[src/design/mar_pkg.sv]
// Shared types, constants and the 2^(-2^-k) table for the Metropolis decision block.
`timescale 1ns / 1ps
`default_nettype none

package mar_pkg;

	localparam int ENERGY_WIDTH_DEF = 32;
	localparam int RANDOM_BITS_DEF  = 16;

	// log2(e) in Q16.16
	localparam logic [31:0] LOG2E_Q16 = 32'd94548;
	// exp ratio limit, integer part of Q16.16: at or above this, probability is zero
	localparam logic [5:0] RATIO_LIMIT = 6'd23;
	// temperature after reset, 1.0 in Q16.16
	localparam logic [31:0] TEMP_RESET = 32'h0001_0000;

	typedef struct packed {
		logic [9:0]         context_index;
		logic [7:0]         block_index;
		logic [9:0]         new_block_type;
		logic signed [31:0] current_energy_term;
		logic signed [31:0] alternate_energy_term;
		logic [15:0]        random_fraction;
		logic               last_term;
	} term_t;

	typedef struct packed {
		logic [9:0]         context_out;
		logic [7:0]         block_out;
		logic [9:0]         block_type_out;
		logic               accepted;
		logic signed [31:0] energy_delta;
	} decision_t;

	// floor(2^32 * 2^(-2^-k)), k = 1..16
	function automatic logic [31:0] pow2_frac(input logic [4:0] k);
		logic [31:0] v;
		unique case (k)
			5'd1:  v = 32'd3037000499;
			5'd2:  v = 32'd3611622602;
			5'd3:  v = 32'd3938502375;
			5'd4:  v = 32'd4112874773;
			5'd5:  v = 32'd4202935003;
			5'd6:  v = 32'd4248701965;
			5'd7:  v = 32'd4271771996;
			5'd8:  v = 32'd4283353945;
			5'd9:  v = 32'd4289156690;
			5'd10: v = 32'd4292061009;
			5'd11: v = 32'd4293513907;
			5'd12: v = 32'd4294240540;
			5'd13: v = 32'd4294603902;
			5'd14: v = 32'd4294785595;
			5'd15: v = 32'd4294876444;
			5'd16: v = 32'd4294921870;
			default: v = 32'd0;
		endcase
		return v;
	endfunction

endpackage

`default_nettype wire

[src/design/metropolis_accept_reject.sv]
// Metropolis accept/reject: term accumulation, sequenced divide and exp, decision output.
// Usage
//   Term channel (term_valid / term_stall / term): one word per energy-term pair.
//   Each word adds its current and alternate terms into two saturating sums.
//   A word with last_term set closes the group and starts the decision.
//   Decision channel (decision_valid / decision_stall / decision): one word per group.
//   Config: cfg_wr_en writes cfg_wr_data into the temperature register (Q16.16);
//   write only while the block is idle. Zero temperature acts as 1 LSB.
// Sequence
//   A word without last_term leaves the block idle; it is ready for the next word.
//   A last word first forms delta and checks the range; when delta <= 0 or the ratio is out of range
//   it goes straight to the output step, else through 21 restoring-divide steps on one 33-bit subtractor,
//   then 17 passes through one shared 32x32 multiplier (log2(e) scale, 16 exp steps),
//   then a final step that forms the probability and loads the output word.
//   The decision sits in an output register; further terms are taken while it waits.
// Reset
//   Sums clear, temperature returns to 1.0, the output register empties.
// Back-pressure
//   While decision_stall holds a waiting word, the next decision waits in its final
//   step and term_stall stays high until that word has moved.
`timescale 1ns / 1ps
`default_nettype none

module metropolis_accept_reject #(
	parameter int ENERGY_WIDTH = mar_pkg::ENERGY_WIDTH_DEF,
	parameter int RANDOM_BITS  = mar_pkg::RANDOM_BITS_DEF
) (
	input  wire logic              clk,
	input  wire logic              arst_n,
	input  wire logic              cfg_wr_en,
	input  wire logic [31:0]       cfg_wr_data,
	input  wire logic              term_valid,
	output logic                   term_stall,
	input  wire mar_pkg::term_t    term,
	output logic                   decision_valid,
	input  wire logic              decision_stall,
	output mar_pkg::decision_t     decision
);
	import mar_pkg::*;

	localparam int EW = ENERGY_WIDTH;
	localparam int RB = RANDOM_BITS;
	// sum width with headroom for one 32-bit term
	localparam int SW = ((EW > 32) ? EW : 32) + 1;
	// width for clamping delta to the 32-bit output
	localparam int XW = (EW > 32) ? EW : 32;
	// width for the range check against 23 * T
	localparam int LW = (EW > 37) ? EW : 37;
	localparam int RMB = (RB < 16) ? RB : 16;
	localparam logic [15:0] RND_MASK = 16'((33'd1 << RMB) - 33'd1);

	localparam logic signed [SW-1:0] EMAX = SW'((66'sd1 <<< (EW - 1)) - 66'sd1);
	localparam logic signed [SW-1:0] EMIN = ~EMAX;
	localparam logic signed [XW-1:0] DMAX = XW'(34'sd2147483647);
	localparam logic signed [XW-1:0] DMIN = ~DMAX;

	localparam logic [4:0] DIV_LAST = 5'd20;
	localparam logic [4:0] EXP_LAST = 5'd16;

	typedef enum logic [6:0] {
		ST_IDLE  = 7'b000_0001,
		ST_DELTA = 7'b000_0010,
		ST_CHK   = 7'b000_0100,
		ST_DIV   = 7'b000_1000,
		ST_MULY  = 7'b001_0000,
		ST_EXP   = 7'b010_0000,
		ST_FIN   = 7'b100_0000
	} state_t;

	function automatic logic signed [EW-1:0] sat_e(input logic signed [SW-1:0] v);
		logic signed [SW-1:0] r;
		if (v > EMAX)
			r = EMAX;
		else if (v < EMIN)
			r = EMIN;
		else
			r = v;
		return r[EW-1:0];
	endfunction

	// control state
	state_t                state_q;
	logic [4:0]            cnt_q;
	logic signed [EW-1:0]  cur_q;
	logic signed [EW-1:0]  alt_q;
	logic [31:0]           temp_q;
	logic                  out_valid_q;
	logic                  a_one_q;
	logic                  big_q;

	// payload
	logic [9:0]            ctx_q;
	logic [7:0]            blk_q;
	logic [9:0]            btype_q;
	logic [15:0]           rnd_q;
	logic signed [EW-1:0]  delta_q;
	logic [32:0]           rem_q;
	logic [20:0]           dbits_q;
	logic [20:0]           quo_q;
	logic [5:0]            n_q;
	logic [15:0]           fr_q;
	logic [31:0]           a_q;
	decision_t             out_q;

	logic                  term_fire;
	logic                  dec_fire;
	logic                  out_free;
	logic [31:0]           t_eff;
	logic signed [EW-1:0]  cur_nxt;
	logic signed [EW-1:0]  alt_nxt;
	logic signed [EW-1:0]  delta_nxt;
	logic                  nonpos;
	logic [LW-1:0]         d_mag;
	logic [36:0]           lim;
	logic                  big;
	logic [32:0]           rem_sh;
	logic [32:0]           rem_sub;
	logic                  rem_ge;
	logic [31:0]           mul_a;
	logic [31:0]           mul_b;
	logic [63:0]           mul_p;
	logic [32:0]           a_ext;
	logic [32:0]           a_shr;
	logic [32:0]           prob;
	logic                  take;
	logic signed [XW-1:0]  d_ext;
	logic signed [XW-1:0]  d_clip;

	assign term_fire = term_valid && !term_stall;
	assign dec_fire  = out_valid_q && !decision_stall;
	assign out_free  = !out_valid_q || !decision_stall;
	assign term_stall     = (state_q != ST_IDLE);
	assign decision_valid = out_valid_q;
	assign decision       = out_q;

	assign t_eff = (temp_q == 32'd0) ? 32'd1 : temp_q;

	// saturating accumulate and delta
	assign cur_nxt   = sat_e(SW'(cur_q) + SW'(term.current_energy_term));
	assign alt_nxt   = sat_e(SW'(alt_q) + SW'(term.alternate_energy_term));
	assign delta_nxt = sat_e(SW'(alt_q) - SW'(cur_q));

	// range check: q >= 23.0 exactly when delta >= 23 * T
	assign nonpos = delta_q[EW-1] || (delta_q == '0);
	assign d_mag  = LW'($unsigned(delta_q));
	assign lim    = (37'(t_eff) << 4) + (37'(t_eff) << 2) + (37'(t_eff) << 1) + 37'(t_eff);
	assign big    = (d_mag >= LW'(lim));

	// one restoring-divide step; remainder stays below T
	assign rem_sh  = {rem_q[31:0], dbits_q[20]};
	assign rem_ge  = (rem_sh >= {1'b0, t_eff});
	assign rem_sub = rem_sh - {1'b0, t_eff};

	// shared multiplier
	always_comb begin
		if (state_q == ST_MULY) begin
			mul_a = {11'd0, quo_q};
			mul_b = LOG2E_Q16;
		end else begin
			mul_a = a_q;
			mul_b = pow2_frac(cnt_q);
		end
	end
	assign mul_p = 64'(mul_a) * 64'(mul_b);

	// probability and decision
	assign a_ext = a_one_q ? 33'h1_0000_0000 : {1'b0, a_q};
	assign a_shr = a_ext >> n_q;
	assign prob  = a_shr >> (32 - RB);

	always_comb begin
		priority if (nonpos)
			take = 1'b1;
		else if (big_q)
			take = 1'b0;
		else
			take = (33'(rnd_q) < prob);
	end

	assign d_ext  = XW'(delta_q);
	assign d_clip = (d_ext > DMAX) ? DMAX : ((d_ext < DMIN) ? DMIN : d_ext);

	// sequencer and control state
	always_ff @(posedge clk or negedge arst_n) begin
		if (!arst_n) begin
			state_q     <= ST_IDLE;
			cnt_q       <= '0;
			cur_q       <= '0;
			alt_q       <= '0;
			temp_q      <= TEMP_RESET;
			out_valid_q <= 1'b0;
			a_one_q     <= 1'b0;
			big_q       <= 1'b0;
		end else begin
			if (cfg_wr_en)
				temp_q <= cfg_wr_data;
			// a new word loads as the waiting one leaves
			if (state_q == ST_FIN && out_free)
				out_valid_q <= 1'b1;
			else if (dec_fire)
				out_valid_q <= 1'b0;
			unique case (state_q)
				ST_IDLE: begin
					if (term_fire) begin
						cur_q <= cur_nxt;
						alt_q <= alt_nxt;
						if (term.last_term)
							state_q <= ST_DELTA;
					end
				end
				ST_DELTA: begin
					cur_q   <= '0;
					alt_q   <= '0;
					state_q <= ST_CHK;
				end
				ST_CHK: begin
					big_q <= big;
					cnt_q <= '0;
					if (nonpos || big)
						state_q <= ST_FIN;
					else
						state_q <= ST_DIV;
				end
				ST_DIV: begin
					cnt_q <= cnt_q + 5'd1;
					if (cnt_q == DIV_LAST)
						state_q <= ST_MULY;
				end
				ST_MULY: begin
					cnt_q   <= 5'd1;
					a_one_q <= 1'b1;
					state_q <= ST_EXP;
				end
				ST_EXP: begin
					if (fr_q[15])
						a_one_q <= 1'b0;
					cnt_q <= cnt_q + 5'd1;
					if (cnt_q == EXP_LAST)
						state_q <= ST_FIN;
				end
				ST_FIN: begin
					if (out_free)
						state_q <= ST_IDLE;
				end
				default: state_q <= ST_IDLE;
			endcase
		end
	end

	// datapath registers
	always_ff @(posedge clk) begin
		unique case (state_q)
			ST_IDLE: begin
				if (term_fire && term.last_term) begin
					ctx_q   <= term.context_index;
					blk_q   <= term.block_index;
					btype_q <= term.new_block_type;
					rnd_q   <= term.random_fraction & RND_MASK;
				end
			end
			ST_DELTA: delta_q <= delta_nxt;
			ST_CHK: begin
				// dividend is delta * 2^16; quotient fits 21 bits in range
				rem_q   <= 33'(d_mag >> 5);
				dbits_q <= {delta_q[4:0], 16'h0000};
			end
			ST_DIV: begin
				rem_q   <= rem_ge ? rem_sub : rem_sh;
				quo_q   <= {quo_q[19:0], rem_ge};
				dbits_q <= {dbits_q[19:0], 1'b0};
			end
			ST_MULY: begin
				n_q  <= mul_p[37:32];
				fr_q <= mul_p[31:16];
			end
			ST_EXP: begin
				if (fr_q[15])
					a_q <= a_one_q ? mul_b : mul_p[63:32];
				fr_q <= {fr_q[14:0], 1'b0};
			end
			ST_FIN: begin
				if (out_free) begin
					out_q.context_out    <= ctx_q;
					out_q.block_out      <= blk_q;
					out_q.block_type_out <= btype_q;
					out_q.accepted       <= take;
					out_q.energy_delta   <= d_clip[31:0];
				end
			end
			default: ;
		endcase
	end

	// sums are cleared once the closing group has been taken up
	a_sums_clear: assert property (@(posedge clk) disable iff (!arst_n)
		state_q == ST_CHK |-> cur_q == '0 && alt_q == '0)
		else $error("sums not cleared after group close");

	// a non-positive delta is always accepted
	a_nonpos_accept: assert property (@(posedge clk) disable iff (!arst_n)
		decision_valid && decision.energy_delta <= 0 |-> decision.accepted)
		else $error("non-positive delta rejected");

	// the divider only hands over to the log2(e) scaling step
	a_div_exit: assert property (@(posedge clk) disable iff (!arst_n)
		state_q == ST_DIV |=> state_q == ST_DIV || state_q == ST_MULY)
		else $error("divider left out of sequence");

endmodule

`default_nettype wire
[config.mk]
export PLATFORM = sky130hd
export DESIGN_NAME = metropolis_accept_reject
export DESIGN_NICKNAME = d
export VERILOG_FILES = /design/src/design/mar_pkg.sv /design/src/design/metropolis_accept_reject.sv
export SDC_FILE = /design/constraint.sdc
export NUM_CORES = 2
export LEC_CHECK = 0
export ABC_AREA = 1
export BUFFER_PORTS_ARGS = -buffer_cell sky130_fd_sc_hd__buf_2
export CORE_MARGIN = 2
export CORE_UTILIZATION = 51
export DETAILED_ROUTE_END_ITERATION = 6
export GPL_TIMING_DRIVEN = 0
export PLACE_DENSITY = 0.68
export SYNTH_ARGS = -nofsm -noshare
export SYNTH_HDL_FRONTEND = slang
export SYNTH_SLANG_ARGS = --single-unit
export TNS_END_PERCENT = 5
[constraint.sdc]
create_clock -name clk -period 10.1 [get_ports clk]
set_clock_uncertainty 0.05 [all_clocks]
set_input_delay 3.03 -clock clk [delete_from_list [all_inputs] [get_ports clk]]
set_output_delay 3.03 -clock clk [all_outputs]
set_load 0.005 [all_outputs]
==> flow_metrics.tcl <==
set metrics [dict create \
    status "finished, final reports clean" \
    vias 53100 \
    numCtsBuffers 42 \
    dp_hpwl_um 198000 \
    grt_pass1_wl_um 343000 \
    yosysWarnings 0 \
    crit_fanout 10 \
    firstDrtPassIters 7 \
    port_buffers 207 \
    cts_tree "yes" \
    yosysSeqAreaShare_pct 17.0 \
    relSlewSlack_pct 4.16 \
    fin_area_sq_mm 0.0661 \
    synth.avg_cell_area_sq_um 8.06 \
    ys_ff_latch 360 \
    crit_end "a_q[31]" \
    grt_usage_pct 38.9 \
    core_area_sq_mm 0.118 \
    slowest_stage "nor2_1" \
    clkSinkCount 360 \
    path_clk_slew_ns 0.07 \
    fin_crit_sh_pct 99.4 \
    ctsRootBufferMaster "clkbuf_16" \
    cts_buffer_depth 3 \
    synthArstFlopShare_pct 30.8 \
    leakagePower_nw 33.4 \
    die_y_um 348 \
    hold_violations 0 \
    vias_per_cell 5.67 \
    drtIter0Drc 5176 \
    initial_core_util_pct 51.3 \
    hold_path_class "reg2reg" \
    drive_gt1_share_pct 8.38 \
    worstSetupPathType "reg2reg" \
    synth-main-ff-cell "edfxtp_1" \
    die_w_um 348 \
    grt-ovfl-total 0 \
    syn-cell-area_sq_mm 0.0604 \
    critical_path_arrival_ns 10.34 \
    fmax_ghz 0.0996 \
    dpl.cell_count 9249 \
    startpoint "a_q[23]" \
    rows 126 \
    reg2reg_from "a_q[23]" \
    nFillCells 11300 \
    setup_viol 0 \
    wl_um 234000 \
    grt_max_degree 85 \
    critical_path.max_stage_delay_ns 1.24 \
    synth_edf_count 249 \
    gp_congestion 1.06 \
    cts-htree-levels 2 \
    worstRegToRegCells 26 \
    yosysTopAreaCellShare_pct 31.8 \
    power_density_mw_per_mm2 378 \
    ir_drop_mv 0.488 \
    synth.distinct_cells 74 \
    nNetsFinal 9390 \
    fin_crit_ns 10.04 \
    tightest_slew_ns 1.43 \
    dieArea_sq_mm 0.121 \
    io_pins 209 \
    antenna_found_initial 9 \
    area.growth.synth_to_final_pct 9.36 \
    detail-route-antenna-nets 0 \
    finalNonFillerCells 9377 \
    critPathCaptureType "flop" \
    r2r_end "a_q[31]" \
    cp-start-kind "flop" \
    cpMostUsedCell "fa_1" \
    synth_nets 9079 \
    maxCapViolations 0 \
    slew_violations 0 \
    wl_per_cell_um 25.0 \
    syn_inst 7493 \
    dpl_cell_area_sq_mm 0.0636 \
    yosys.area.top_type "fa_1" \
    synth_area_leaders "fa_1 (32%), edfxtp_1 (12%), ha_1 (10%)" \
    worstHoldStart "ctx_q[8]" \
    r2r_slack_ns 0.06 \
    required_ns 10.40 \
    drcViolationCount 0 \
    clk_latency_ns 0.62 \
    rsz0062_at_grt "true" \
    grt_pass1_vias 52900 \
]
report_power, final:
part / leakage (nW) / switching (mW) / internal [mW]
combinational: 29.1 / 13.6 / 7.12
clock: 0.679 / 0.684 / 0.901
sequential: 3.64 / 0.239 / 2.41
total: 33.4 / 14.5 / 10.4
per-stage QoR:
step,TNS [ns],setup WS (ns),utilization (%),power (mW),hold WS (ns)
2_1_floorplan,0,2.15,-,15.6,0.350
3_3_place_gp,-26.18,-1.03,53.8,22.8,0.351
6_report,0,0.0617,56.1,25.0,0.366
3_5_place_dp,-13.80,-0.822,54.0,22.9,0.355
5_1_grt,-0.346,-0.125,56.1,27.1,0.373
4_1_cts,-0.0275,-0.0275,55.5,24.7,0.368
sequential cells by signal, indices dropped and copies added, names as in the netlist, 16 cells and up:
register,flops
d_ext,32
decision,61
temp_q,32
alt_q,32
a_q,32
rem_q,32
quo_q,21
rnd_q,16
cur_q,32
fr_q,16
cell usage after synthesis, drive strengths merged (19+ instances only):
master / count
a21o: 29
a21oi: 355
a31oi: 26
buf: 51
clkbuf: 238
dfrtp: 109
edfxtp: 249
fa: 959
ha: 481
inv: 1548
nand2: 1588
nand3: 218
nand4: 26
nor2: 820
nor3: 54
nor4: 32
o211ai: 22
o21a: 21
o21ai: 375
o21bai: 19
xnor2: 65
xor2: 87
what timing repair did:
| item | in CTS | in global routing |
|---|---|---|
| buffers inserted | 7 | 45 |
| hold buffers | 0 | 0 |
| pin swaps | 2 | 14 |
| resized for setup | 76 | 190 |
| endpoints found under the hold margin | 0 | 0 |
| endpoints found under the setup margin | 43 | 45 |
routing by layer:
layer / wire (um) / track usage, % / vias to the layer above
li1: - / - / 23600
met1: 96900 / 54.7 / 26200
met5: 335 / 0 / -
met3: 28800 / 12.0 / 539
met4: 12300 / 16.7 / 12
met2: 95700 / 55.4 / 2762
worst min-delay path by stage:
stage	end	slack [ns]	depth (start not counted)
6_report	decision[59]	0.37	0
5_1_grt	decision[59]	0.37	0
4_1_cts	decision[59]	0.37	0
3_5_place_dp	decision[41]	0.35	0
3_3_place_gp	decision[51]	0.35	0
2_1_floorplan	decision[33]	0.35	0
cell usage in the layout (no fill, tap or decap), types with 22 or more instances in the layout:
cell       instances
nand2_1         1557
inv_1           1520
fa_1             959
nor2_1           792
ha_1             480
a21oi_1          343
o21ai_0          306
edfxtp_1         249
buf_2            242
nand3_1          189
clkbuf_1         152
dfrtp_1          109
xor2_1            82
clkbuf_2          70
xnor2_1           65
buf_4             55
nor3_1            53
o21ai_1           45
clkbuf_16         43
nand3_2           29
a21o_1            29
nor4_1            28
nand2_2           27
a31oi_1           25
nand4_1           25
o211ai_1          22
layout make-up:
cell class	instances	area, sq um	area share [%]
flip-flops and latches	360	10300	15.5
multi-input cells	5284	43400	65.7
repair buffers	272	1800	2.72
inverters	1560	5900	8.94
plain buffers	284	1350	2.04
clock buffers	51	1120	1.69
well taps	1536	1920	2.91
clock inverters	27	283	0.428
diodes	3	7.51	0.0114
critical path, delay by kind of cell, from the launching register on:
| family | cells | cell delay, ns |
|---|---|---|
| adders and majority gates | 9 | 4.59 |
| and+or+nand+nor | 7 | 2.02 |
| AOI/OAI and AO/OA | 5 | 1.52 |
| DFF | 1 | 0.66 |
| buffers and inverters | 5 | 0.91 |
logic make-up after synthesis:
family,after synthesis,share of synthesized area [%]
muxes,1,0.0166
DFF,360,17.0
xor gates and xnor gates,152,2.25
and+or+nand+nor,2783,18.8
buffers and inverters,1849,11.7
AOI/OAI and AO/OA,908,8.46
adders and majority gates,1440,41.7
Note: power is estimated with default switching activity, not from simulation.
